--- src/hdl/mlkem_be_pkg.sv ---
`timescale 1ns / 1ps
`default_nettype none
// ----------------------------------------------------------------------------
// mlkem_be_pkg
// Shared types and constants of the coefficient/byte stream packer.
// ----------------------------------------------------------------------------
package mlkem_be_pkg;

  localparam int BYTE_BITS    = 8;   // bits in one packed byte
  localparam int REDUCE_WIDTH = 12;  // coefficient width that gets reduced mod q
  localparam int VALUE_W      = 12;  // width of value and result_value
  localparam int WIDTH_D_W    = 4;   // width of the width_d register
  localparam int APB_DATA_W   = 32;
  localparam int APB_ADDR_W   = 3;   // two registers at byte addresses 0 and 4

  localparam logic [WIDTH_D_W-1:0] WIDTH_D_RESET = 4'd12;

  // Register index, taken from paddr[2]
  typedef enum logic [0:0] {
    REG_MODE    = 1'b0,
    REG_WIDTH_D = 1'b1
  } reg_idx_t;

  // Operating mode
  typedef enum logic [0:0] {
    MODE_ENCODE = 1'b0,
    MODE_DECODE = 1'b1
  } mode_t;

endpackage
`default_nettype wire

--- src/hdl/mlkem_byte_encode_decode.sv ---
`timescale 1ns / 1ps
`default_nettype none
// ----------------------------------------------------------------------------
// mlkem_byte_encode_decode
// Streaming packer between d-bit coefficients and bytes (encode) and
// unpacker from bytes to d-bit coefficients (decode), LSB first.
// ----------------------------------------------------------------------------
// Flow: an accepted item's bits enter the bit buffer, and complete units are
//   then drained from the buffer into the registered result output.
// Throughput: one result per cycle while res_stall is low; an item is accepted
//   in every such cycle while each item completes at most one result. An item
//   that completes several results holds the buffer until all have drained.
// Reset (rst, synchronous): empties the bit buffer and the output register,
//   sets mode to encode and width_d to 12.
module mlkem_byte_encode_decode
  import mlkem_be_pkg::*;
#(
  parameter int MAX_COEFF_BITS = 12,
  parameter int MODULUS        = 3329
) (
  input  wire                      clk,
  input  wire                      rst,
  // APB-style register port
  input  wire                      psel,
  input  wire                      penable,
  input  wire                      pwrite,
  input  wire  [APB_ADDR_W-1:0]    paddr,
  input  wire  [APB_DATA_W-1:0]    pwdata,
  output logic [APB_DATA_W-1:0]    prdata,
  output logic                     pready,
  // item channel
  input  wire                      item_valid,
  output logic                     item_stall,
  input  wire  [VALUE_W-1:0]       value,
  // result channel
  output logic                     res_valid,
  input  wire                      res_stall,
  output logic [VALUE_W-1:0]       result_value,
  output logic                     last_of_run
);

  // Buffer holds fewer than one unit of leftover bits plus one appended item
  localparam int MW    = MAX_COEFF_BITS;
  localparam int BUF_W = MAX_COEFF_BITS + BYTE_BITS - 1;
  localparam int CW    = $clog2(BUF_W + 1);
  localparam int DW    = $clog2(MAX_COEFF_BITS + 1);

  // Configuration registers
  mode_t                mode;
  logic [WIDTH_D_W-1:0] width_d;

  // Bit buffer, oldest bit at bit 0
  logic [BUF_W-1:0] buffer;
  logic [BUF_W-1:0] buffer_next;
  logic [CW-1:0]    count;
  logic [CW-1:0]    count_next;

  logic             res_valid_next;

  logic             cfg_we;
  reg_idx_t         cfg_idx;

  logic [DW-1:0]    d_eff;
  logic [DW-1:0]    unit;
  logic             take;
  logic [BUF_W-1:0] buf_post;
  logic [CW-1:0]    cnt_post;
  logic             room;
  logic             accept;
  logic [BUF_W-1:0] in_bits;
  logic [CW-1:0]    add_bits;
  logic [MW-1:0]    r_raw;
  logic [MW-1:0]    r_red;
  logic             do_reduce;

  // --------------------------------------------------------------------------
  // Register port: zero wait states, write on the access phase.
  // --------------------------------------------------------------------------
  assign pready  = 1'b1;
  assign cfg_we  = psel && penable && pwrite && pready;
  assign cfg_idx = reg_idx_t'(paddr[APB_ADDR_W-1:2]);

  always_comb begin
    unique case (cfg_idx)
      REG_MODE:    prdata = APB_DATA_W'(mode);
      REG_WIDTH_D: prdata = APB_DATA_W'(width_d);
      default:     prdata = '0;
    endcase
  end

  always_ff @(posedge clk) begin
    if (rst) begin
      mode    <= MODE_ENCODE;
      width_d <= WIDTH_D_RESET;
    end else if (cfg_we) begin
      unique case (cfg_idx)
        REG_MODE:    mode    <= mode_t'(pwdata[0]);
        REG_WIDTH_D: width_d <= pwdata[WIDTH_D_W-1:0];
        default:     mode    <= mode;
      endcase
    end
  end

  // --------------------------------------------------------------------------
  // Effective width: zero counts as one, anything above the maximum clamps.
  // --------------------------------------------------------------------------
  always_comb begin
    if (width_d == '0) begin
      d_eff = DW'(1);
    end else if (32'(width_d) > MAX_COEFF_BITS) begin
      d_eff = DW'(MAX_COEFF_BITS);
    end else begin
      d_eff = DW'(width_d);
    end
  end

  // Size of one result: a byte when packing, d bits when unpacking
  assign unit = (mode == MODE_DECODE) ? d_eff : DW'(BYTE_BITS);

  // --------------------------------------------------------------------------
  // Drain: move one complete unit from the bottom of the buffer into the
  // output register whenever that register is free or being emptied.
  // --------------------------------------------------------------------------
  assign take     = (CW'(unit) <= count) && (!res_valid || !res_stall);
  assign buf_post = take ? (buffer >> unit) : buffer;
  assign cnt_post = take ? (count - CW'(unit)) : count;

  // Take a new item only once the buffer holds no complete unit, so that
  // all results of one item leave before the next item's bits join them.
  assign room       = cnt_post < CW'(unit);
  assign item_stall = !room;
  assign accept     = item_valid && room;

  // Bits of the new item: a d-bit coefficient or the low byte of value
  always_comb begin
    if (mode == MODE_DECODE) begin
      in_bits  = BUF_W'(value[BYTE_BITS-1:0]);
      add_bits = CW'(BYTE_BITS);
    end else begin
      in_bits  = BUF_W'(value) & ~({BUF_W{1'b1}} << d_eff);
      add_bits = CW'(d_eff);
    end
  end

  // Extracted unit, reduced mod q once for full-width coefficients
  assign r_raw     = buffer[MW-1:0] & ~({MW{1'b1}} << unit);
  assign do_reduce = (mode == MODE_DECODE) && (d_eff == DW'(REDUCE_WIDTH)) &&
                     (r_raw >= MW'(MODULUS));
  assign r_red     = do_reduce ? (r_raw - MW'(MODULUS)) : r_raw;

  always_comb begin
    buffer_next = buf_post;
    count_next  = cnt_post;
    if (cfg_we) begin
      // drop pending bits on any register write
      buffer_next = '0;
      count_next  = '0;
    end else if (accept) begin
      buffer_next = buf_post | (in_bits << cnt_post);
      count_next  = cnt_post + add_bits;
    end
  end

  always_comb begin
    if (take) begin
      res_valid_next = 1'b1;
    end else if (!res_stall) begin
      res_valid_next = 1'b0;
    end else begin
      res_valid_next = res_valid;
    end
  end

  always_ff @(posedge clk) begin
    if (rst) begin
      buffer    <= '0;
      count     <= '0;
      res_valid <= 1'b0;
    end else begin
      buffer    <= buffer_next;
      count     <= count_next;
      res_valid <= res_valid_next;
    end
  end

  // Output payload: load on drain, hold while stalled
  always_ff @(posedge clk) begin
    if (take) begin
      result_value <= r_red[VALUE_W-1:0];
      last_of_run  <= room;
    end
  end

`ifndef SYNTHESIS
  // The buffer never holds more bits than it has room for
  a_count_bound: assert property (@(posedge clk) disable iff (rst)
    32'(count) <= BUF_W)
    else $error("bit count exceeds buffer width");

  // A result that is not the last of its run is followed by another one
  a_run_continues: assert property (@(posedge clk) disable iff (rst)
    res_valid && !last_of_run && !cfg_we |=> res_valid)
    else $error("run ended without a last result");

  // Reset leaves the buffer and the output register empty
  a_reset_empty: assert property (@(posedge clk)
    rst |=> !res_valid && (count == '0))
    else $error("reset did not empty the datapath");

  // No item enters while a complete unit still sits in the buffer
  a_no_overlap: assert property (@(posedge clk) disable iff (rst)
    item_valid && !item_stall |-> cnt_post < CW'(unit))
    else $error("item accepted over a pending result");
`endif

endmodule
`default_nettype wire
--- config.mk ---
export PLATFORM = sky130hd
export DESIGN_NAME = mlkem_byte_encode_decode
export DESIGN_NICKNAME = d
export VERILOG_FILES = /design/src/hdl/mlkem_be_pkg.sv /design/src/hdl/mlkem_byte_encode_decode.sv
export SDC_FILE = /design/constraint.sdc
export NUM_CORES = 1
export LEC_CHECK = 0
export BUFFER_PORTS_ARGS = -buffer_cell sky130_fd_sc_hd__buf_4
export CAP_MARGIN = 10
export CORE_MARGIN = 2
export CORE_UTILIZATION = 50
export CTS_BUF_LIST = sky130_fd_sc_hd__clkbuf_8
export DETAILED_ROUTE_END_ITERATION = 12
export GPL_ROUTABILITY_DRIVEN = 0
export HOLD_SLACK_MARGIN = 0.15
export MAX_ROUTING_LAYER = met4
export PLACE_DENSITY_LB_ADDON = 0.05
export SYNTH_ARGS = -nofsm -noshare
export SYNTH_HDL_FRONTEND = slang
export SYNTH_SLANG_ARGS = --single-unit
--- constraint.sdc ---
create_clock -name clk -period 12.25 [get_ports clk]
set_clock_uncertainty 0.1 [all_clocks]
set_input_delay 2.45 -clock clk [delete_from_list [all_inputs] [get_ports clk]]
set_output_delay 2.45 -clock clk [all_outputs]
set_load 0.05 [all_outputs]
[Yosys cells after proc, flatten, opt, wreduce, memory -nomap -nowiden]
Cells that the tools add are included.
Cells by class
  add/subtract/negate cells: 3
  $lt $le $gt $ge: 4
  eq/ne operators: 2
  shift operators: 4
  mux-type cells: 13
  bitwise logic cells: 6
  reductions and logical operators: 14
Operators by type and width (count)
  $pmux W32 S2: 1
  $mux W19: 3
  $and A12 B19 Y19: 1
  $not A19 Y19: 1
  $or A19 B19 Y19: 1
  $shl A19 B4 Y19 const A: 1
  $shl A19 B5 Y19: 1
  $shr A19 B4 Y19: 1
  $mux W4: 4
  $and A12 B12 Y12: 1
  $ge A12 B12 Y1 const B: 1
  $mux W12: 1
  $not A12 Y12: 1
  $shl A12 B4 Y12 const A: 1
  $sub A12 B12 Y12 const B: 1
  $mux W5: 2
  $logic_and A1 B1 Y1: 6
  $add A5 B5 Y5: 1
  $le A4 B5 Y1: 1
  $lt A5 B4 Y1: 1
  $sub A5 B4 Y5: 1
  $eq A4 B4 Y1 const B: 1
  $gt A4 B4 Y1 const B: 1
  $logic_not A4 Y1: 1
  7 further kinds: 11
Storage, ports and cells
  flip-flop bits (word level): 43
  bits of input ports: 54
  output and inout port bits: 48
  logic and storage cells: 53

[Longest topological paths before layout]
Gate-level depths: netlist (run 1).
  depth after elaboration: 10
  gate-level depth with buffers: 23
  depth with buffers taken out: 19

[Worst setup path before layout (run 1)]
No wires, ideal clock.
  path type: input to output
  start point: input port res_stall
  end point: output port item_stall
  data arrival time: 4.786 ns
  data required time: 9.700 ns
  setup slack: 4.914 ns
  stages: 10
  path through: nand2_1 -> o21ai_4 -> mux2i_2 -> clkbuf_1 -> inv_1 -> ha_1 -> o21a_1 -> o21ai_0 -> nor2_1 -> or3_1
Between the ends
  cells in the longest elaborated chain, start to end: 6
RTL lines
  from (decl): RTL line mlkem_byte_encode_decode.sv:37  | input wire res_stall,
  $logic_not A1 Y1
  $logic_or A1 B1 Y1: RTL line mlkem_byte_encode_decode.sv:124  | assign take = (CW'(unit) <= count) && (!res_valid || !res_stall);
  $logic_and A1 B1 Y1: RTL line mlkem_byte_encode_decode.sv:124
  $mux W5: RTL line mlkem_byte_encode_decode.sv:126  | assign cnt_post = take ? (count - CW'(unit)) : count;
  $lt A5 B4 Y1: RTL line mlkem_byte_encode_decode.sv:130  | assign room = cnt_post < CW'(unit);
  $logic_not A1 Y1: RTL line mlkem_byte_encode_decode.sv:131  | assign item_stall = !room;
  to (decl): RTL line mlkem_byte_encode_decode.sv:33  | output logic item_stall,
No other way between the ends.

[Worst setup path after layout (run 1)]
  start point: register width_d[3]
  end point: output port item_stall
Between the ends
  cells in the longest elaborated chain, start to end: 9
RTL lines
  from (decl): RTL line mlkem_byte_encode_decode.sv:50  | logic [WIDTH_D_W-1:0] width_d;
  from (signal assigned): RTL line mlkem_byte_encode_decode.sv:98  | REG_WIDTH_D: width_d <= pwdata[WIDTH_D_W-1:0];
  $gt A4 B4 Y1: RTL line mlkem_byte_encode_decode.sv:110  | end else if (32'(width_d) > MAX_COEFF_BITS) begin
  $mux W4: RTL line mlkem_byte_encode_decode.sv:110
  $mux W4 *: RTL line mlkem_byte_encode_decode.sv:108  | if (width_d == '0) begin
  $mux W4 *: RTL line mlkem_byte_encode_decode.sv:118  | assign unit = (mode == MODE_DECODE) ? d_eff : DW'(BYTE_BITS);
  $le A4 B5 Y1: RTL line mlkem_byte_encode_decode.sv:124
  $logic_and A1 B1 Y1: RTL line mlkem_byte_encode_decode.sv:124
  $mux W5: RTL line mlkem_byte_encode_decode.sv:126
  $lt A5 B4 Y1 *: RTL line mlkem_byte_encode_decode.sv:130
  $logic_not A1 Y1 *: RTL line mlkem_byte_encode_decode.sv:131
Mark *: on every way between the ends. The rest lies on a longest branch, timed or not.

==> results of run 1 <==
routing by layer:
| metal | vias up | GRT usage, % | routed length, microns |
|---|---|---|---|
| li1 | 1958 | - | - |
| met1 | 1955 | 38.79 | 5516 |
| met2 | 175 | 41.72 | 5647 |
| met3 | 13 | 3.602 | 799 |
| met4 | 0 | 6.338 | 138 |
| met5 | - | - | 0 |
path summary, 6_finish.rpt:
path | from | end | slack (ns)
max reg2reg | width_d[3]$_SDFFE_PP1P_ | buffer[15]$_SDFF_PP0_ | 5.43
max | width_d[3]$_SDFFE_PP1P_ | item_stall | 3.58
min | buffer[0]$_SDFF_PP0_ | buffer[0]$_SDFF_PP0_ | 0.45
min reg2reg | buffer[0]$_SDFF_PP0_ | buffer[0]$_SDFF_PP0_ | 0.45
report_power, final:
group	internal [uW]	switching, uW	leakage [uW]	total (uW)
registers	208	46.8	0.000372	255
logic	227	448	0.00165	675
clock network	40.9	56.4	0.0000408	97.2
total	476	551	0.00207	1030
final cells by class:
cell class / count / area, sq um / share of cell area, %
clock buffers: 5 / 68.82 / 1.502
clock inverters: 3 / 23.77 / 0.5187
inverters: 23 / 86.33 / 1.884
multi-input cells: 433 / 2937 / 64.07
flip-flops and latches: 43 / 991.0 / 21.62
well taps: 105 / 131.4 / 2.867
repair buffers: 46 / 345.3 / 7.535
sequential cells by signal, indices dropped and copies added (netlist names):
name / flops
buffer: 19
count: 5
last_of_run: 1
mode: 1
res_valid: 1
result_value: 12
width_d: 4
cells by family after synthesis:
logic type	synth area share, %
flip-flops	23.27
other	0.1763
AND/OR/NAND/NOR	17.98
buffers and inverters	10.16
AO/OA/AOI/OAI	27.61
multiplexers	14.81
XOR/XNOR	1.234
adder cells (fa/ha/maj)	4.759
layout by cell type (no fill, tap or decap), types with 5 or more instances in the layout:
cell	netlist	final
inv_2	5	5
a31oi_1	9	9
a21oi_1	29	29
buf_4	29	46
and2_1	9	9
inv_1	17	17
mux2i_1	47	47
a21o_1	7	7
ha_1	13	13
mux2_2	5	5
o221ai_1	6	6
conb_1	2	29
nor2_1	27	27
clkbuf_8	0	5
o22ai_1	6	6
o21ai_0	40	40
nor3_1	7	7
nor2b_1	9	9
edfxtp_1	13	13
dfxtp_1	30	30
nand2_1	54	54
o21a_1	6	6
o2111ai_1	5	5
o211ai_1	11	11
nand3_1	22	22
worst register-to-register path, cell delays in order (launching register included):
cell and delay, ns:
dfxtp_1 0.53, nand2b_1 0.67, clkinv_1 0.61, ha_1 0.52
o21a_1 0.15, o31a_1 0.17, o21ai_4 0.60, inv_2 0.44
mux2i_4 0.52, inv_2 0.27, ha_1 0.34, o21a_1 0.10
o21ai_0 0.25, o2111ai_1 0.52, nor2_2 0.44, nand2_1 0.25
o221ai_1 0.25
metrics by stage:
step                util (%)  power [uW]
floorplan                  -       767.6
global placement       54.65       914.4
detailed placement     54.65       921.1
CTS                    55.78        1018
global route           55.78        1092
finish                 55.78        1027
==> metrics.txt, run 1 <==
First-pass DRT Iterations 5; Antenna Nets Post-Route 0; Die H 96.30 microns; delay-heaviest family, CP buffers and inverters; count of buffer and inverter cells on the critical path 4; Place WS 4.032 ns; vias in the first global route 3662; f_max 115.4 MHz; FILL cells 783; Slew headroom 30.67%; synth warn 0; async set-or-reset flop fraction in the synthesized netlist 0%; drt drc 0; Netlist cell types 76; Crit Path Class flip-flop to output port; synth cell count leaders 54 x nand2_1, 47 x mux2i_1, 40 x o21ai_0; post-DP HPWL 9.205 mm; Setup Buffers After CTS 0; crit path time final 8.669 ns; worst vdd ir 0.0001083 V; Worst EP required 9.70 ns; global-route wire length before repair 19.06 mm; Syn Area/Cell 8.021 sq um; Setup crit start kind flip-flop; final WL 12.10 mm; Reg2Reg Depth 16; IO Pins 102; CTS Root Cell clkbuf_8; non-filler cells, final 658; fin crit share 70.77%; Hold WS 0.4535 ns; Initial Util 51.83%; Hold Buf Count CTS 0; Crit path arrival time 6.12 ns; Placed Area 0.004491 sq mm; setup TNS 0 ns; cell area after layout 0.004583 sq mm; endpoints failing setup 0; via count 4101; Crit path depth 15; H-tree depth 2; Final WS setup 3.581 ns; P&R area growth vs syn 7.609%; Reg clk slew, reported paths 0.10 ns; Max Cap Viol 0; grt ovf 0; Syn Inst Count 531; Max FO, Critical Path 26; dpl cells 650; Die W 96.30 microns; worst hold path depth 2; number of antenna violations at the first check in global routing 0; total CTS buffers 5; CTS Buffer Depth 2; leakage power 0.002068 uW; Seq/Total Area, Yosys 23.27%; leading area contributor after synthesis dfxtp_1; RSZ-0062 raised after global routing false; Cell Rows 33; Clock Sinks 43; most numerous cell in the Yosys netlist nand2_1; largest net degree at the start of global routing 27; CP max stage cell nand2b_1; CP cell instances nand2b_1, clkinv_1, ha_1, o21a_1, o31a_1, o21ai_4, inv_2, mux2i_4, inv_2, ha_1, o21a_1, o21ai_0, nor2_1, or3_1, buf_4; post-synthesis sequential element count 43; die area 0.009273 sq mm; P per Cell Area 224.1 mW/mm^2; Area contributors post-synth dfxtp_1 14%, mux2i_1 11%, edfxtp_1 9.2%, buf_4 5.1%, nand2_1 4.8%; worst hold path class flip-flop to flip-flop; post_cts resized 0; gr usage total 27.41%; Core Footprint 0.008217 sq mm; # port buffers 42; run status complete, no violations; Max Slew Vio Count 0; crit-path max cell delay 0.67 ns; Skew-Pair Late Insertion Delay 0.31 ns; Post-synth EDFFs 13; Least-Margin Pin Slew 1.039 ns; CTS tree done; Primary FF master, synth dfxtp_1; mean number of vias per cell 6.233; antenna cells 0; synthesized cell area 0.004259 sq mm; # nets final 621; Synth top area share 14.10%; First DRT Iteration DRCs 348; DR WL/cell 18.39 microns; Hold Violations, Final 0; critical path endpoint category output port; share of layout cells above drive strength 1 15.91%
Note: power is estimated with default switching activity, not from simulation.
==> inputs of run 2 (changes only) <==
--- a/config.mk
+++ b/config.mk
@@ -5,6 +5,7 @@
 export SDC_FILE = /design/constraint.sdc
 export NUM_CORES = 1
 export LEC_CHECK = 0
+export ABC_AREA = 1
 export BUFFER_PORTS_ARGS = -buffer_cell sky130_fd_sc_hd__buf_4
 export CAP_MARGIN = 10
 export CORE_MARGIN = 2
==> constraint.sdc (replaced) <==
create_clock -name clk -period 7 [get_ports clk]
set_clock_uncertainty 0.1 [all_clocks]
set_input_delay 1.4 -clock clk [delete_from_list [all_inputs] [get_ports clk]]
set_output_delay 1.4 -clock clk [all_outputs]
set_load 0.05 [all_outputs]
==> run 2 against run 1 <==
Compared with the run above:
- clock power grew 140%
- sequential power increased by 64%
- combinational power rose to 2.5 times the previous value
- critical path depth up 2
- non-clock buffer count up 1
- via count rose by 19%
==> metrics.txt, run 2 <==
Clock Sinks 43 (unchanged); Crit Path Class flip-flop to output port; Synth Area in XOR/XNOR 1.910% (+0.68 points); Critical R2R Launch mode$_SDFFE_PP0P_; Core Footprint 0.008806 sq mm (+7.2%); Setup Buffers After CTS 0 (unchanged); grt ovf 0 (unchanged); register area 991.0 sq um (unchanged); First DRT Iteration DRCs 349 (+0.29%); Synth Area in Simple Gates 44.91% (+27 points); CTS Buffer Depth 2 (unchanged); Seq/Total Area, Yosys 21.61% (-1.7 points); total CTS buffers 5 (unchanged); worst hold path class flip-flop to flip-flop; largest register by flop count buffer; Max FO, Critical Path 24 (-7.7%); synthesized cell area 0.004586 sq mm (+7.7%); via count 4878 (+19%); biggest regs buffer x19, result_value x12, count x5; gr usage total 28.31% (+0.89 points); Syn Area/Cell 6.214 sq um (-23%); # nets final 833 (+34%); post_cts resized 0 (unchanged); Final WS setup 0.8068 ns (-2.774 ns); Area contributors post-synth nand3_1 17%, nand2_1 16%, dfxtp_1 13%, edfxtp_1 8.5%, inv_1 6.2%; R2R Setup Slk 2.14 ns (-3.29 ns); Hold Startpoint buffer[3]$_SDFF_PP0_; critical path endpoint category output port; crit path time final 6.193 ns; number of antenna violations at the first check in global routing 0 (unchanged); drt drc 0 (unchanged); Max Cap Viol 0 (unchanged); leakage power 0.002383 uW (+15%); Cell Rows 34 (+3.0%); Synth top area share 17.35% (+3.3 points); most numerous cell in the Yosys netlist nand2_1; CTS tree done; fin crit share 88.47%; largest family of logic cells by synthesized area simple AND/OR/NAND/NOR gates; Hold Violations, Final 0 (unchanged); P&R area growth vs syn 7.558% (about the same); Initial Util 52.07% (+0.24 points); # port buffers 42 (unchanged); mux cell area share after synthesis 0% (-15 points); DR WL/cell 15.36 microns (-16%); antenna cells 0 (unchanged); Die H 99.77 microns (+3.6%); FF-to-FF End buffer[7]$_SDFF_PP0_; share of layout cells above drive strength 1 14.25% (-1.7 points); Reg2Reg Depth 19 (+3); Die W 99.77 microns (+3.6%); Slew headroom 36.21% (+5.5 points); setup TNS 0 ns (unchanged); Max Slew Vio Count 0 (unchanged); Hold Path End buffer[3]$_SDFF_PP0_; FILL cells 934 (+19%); vias in the first global route 4593 (+25%); Post-Synth Adder-Cell Area 4.420% (-0.34 points); async set-or-reset flop fraction in the synthesized netlist 0% (unchanged); CTS Root Cell clkbuf_8; synth warn 0 (unchanged); endpoints failing setup 0 (unchanged); final WL 13.41 mm (+11%); Hold Buf Count CTS 0 (unchanged); most frequent standard cell in the layout excluding fill and tap cells nand2_1; RSZ-0062 raised after global routing false; f_max 161.5 MHz; Primary FF master, synth dfxtp_1; Skew-Pair Late Insertion Delay 0.30 ns (about the same); Least-Margin Pin Slew 0.9545 ns (-0.08438 ns); Post-synth EDFFs 13 (unchanged); run status complete, no violations; synth cell count leaders 199 x nand2_1, 159 x nand3_1, 76 x inv_1; mean number of vias per cell 5.588 (-10%); Syn Inst Count 738 (+39%); IO Pins 102 (unchanged); Setup crit start kind flip-flop; most frequent cells in the layout 199 x nand2_1, 159 x nand3_1, 76 x inv_1; Worst EP required 5.50 ns (-4.20 ns); First-pass DRT Iterations 6 (+1); leading area contributor after synthesis nand3_1; complex-gate fraction of the synthesized area 11.19% (-16 points); largest net degree at the start of global routing 26 (-3.7%); worst hold path depth 2 (unchanged); worst vdd ir 0.0003164 V (+190%); Antenna Nets Post-Route 0 (unchanged); max reg flops 19 (unchanged); post-DP HPWL 10.18 mm (+11%); post-synthesis sequential element count 43 (unchanged); P per Cell Area 481.6 mW/mm^2 (+110%); Crit path arrival time 4.69 ns (-1.43 ns); global-route wire length before repair 22.18 mm (+16%); die area 0.009953 sq mm (+7.3%); Multi-input gate area 0.002972 sq mm (+1.2%); Reg clk slew, reported paths 0.09 ns (about the same); Place WS 1.193 ns (-2.839 ns); Netlist cell types 46 (-39%); H-tree depth 2 (unchanged)
-- run 2: cell count changes after synthesis, moves of 8 or more --
cell,before,now
nand3_1,22,159
inv_1,17,76
nor2b_1,9,0
nor2_1,27,36
nand2_2,0,13
and2_1,9,1
nand2_1,54,199
mux2i_1,47,0
o21ai_0,40,20
o211ai_1,11,3
-- run 2: power breakdown --
part | switching (uW) | internal [uW] | leakage (uW) | total [uW]
clock network | 95.5 | 142 | 0.0000644 | 238
registers | 48.7 | 369 | 0.000374 | 418
logic | 1210 | 511 | 0.00194 | 1720
total | 1350 | 1020 | 0.00238 | 2380
-- run 2: kinds of logic after synthesis --
group / Yosys count
flip-flops: 43
AND/OR/NAND/NOR: 441
XOR/XNOR: 10
buffers and inverters: 145
AO/OA/AOI/OAI: 82
adder cells (fa/ha/maj): 15
other: 2
-- run 2: layout make-up --
| class | count | share of cell area, % |
|---|---|---|
| clock buffers | 5 | 1.395 |
| clock inverters | 3 | 1.370 |
| inverters | 90 | 7.002 |
| multi-input cells | 577 | 60.25 |
| flip-flops and latches | 43 | 20.09 |
| well taps | 108 | 2.740 |
| repair buffers | 47 | 7.154 |
-- run 2: through the flow --
step	utilization [%]	area [sq um]	power [uW]	cells	hold slack, ns
after floorplan	-	4687	1785	765	0.3726
after global routing	56.01	4932	2589	873	0.4702
after CTS	56.01	4932	2358	873	0.4388
after detailed placement	54.46	4796	2116	865	0.4202
final	56.01	4932	2375	873	0.4416
after global placement	54.46	4796	2095	865	0.4096
-- run 2: how the worst max path moves through the flow --
stage               slack (ns)                     from  cells past startpoint         end
floorplan                 2.03  width_d[2]$_SDFFE_PP1P_                     23  item_stall
global placement          1.22  width_d[2]$_SDFFE_PP1P_                     19  item_stall
detailed placement        1.19  width_d[2]$_SDFFE_PP1P_                     20  item_stall
CTS                       0.85  width_d[2]$_SDFFE_PP1P_                     20  item_stall
global route              0.50  width_d[2]$_SDFFE_PP1P_                     19  item_stall
finish                    0.81        mode$_SDFFE_PP0P_                     17  item_stall
-- run 2: per-layer routing --
| metal | global-route usage (%) | wire, microns | vias to the layer above | part of all wire [%] |
|---|---|---|---|---|
| met5 | - | 0 | - | 0 |
| met4 | 13.49 | 576 | 0 | 4.3 |
| met3 | 3.654 | 959 | 57 | 7.1 |
| met2 | 45.17 | 6235 | 222 | 46 |
| met1 | 35.50 | 5641 | 2180 | 42 |
| li1 | - | - | 2419 | - |
-- run 2: worst max-delay path: stages (launching register included) --
cell and delay (ns):
dfxtp_1 0.84, nand2_2 0.45, inv_2 0.36, ha_1 0.35
nand2_1 0.10, nor2_1 0.04, nor2_1 0.10, nand2_2 0.12
nand2_4 0.29, nand2_1 0.16, o21ai_4 0.22, inv_2 0.23
ha_1 0.35, a21oi_1 0.06, o211ai_1 0.21, clkinv_1 0.16
nand2_1 0.11, buf_4 0.20
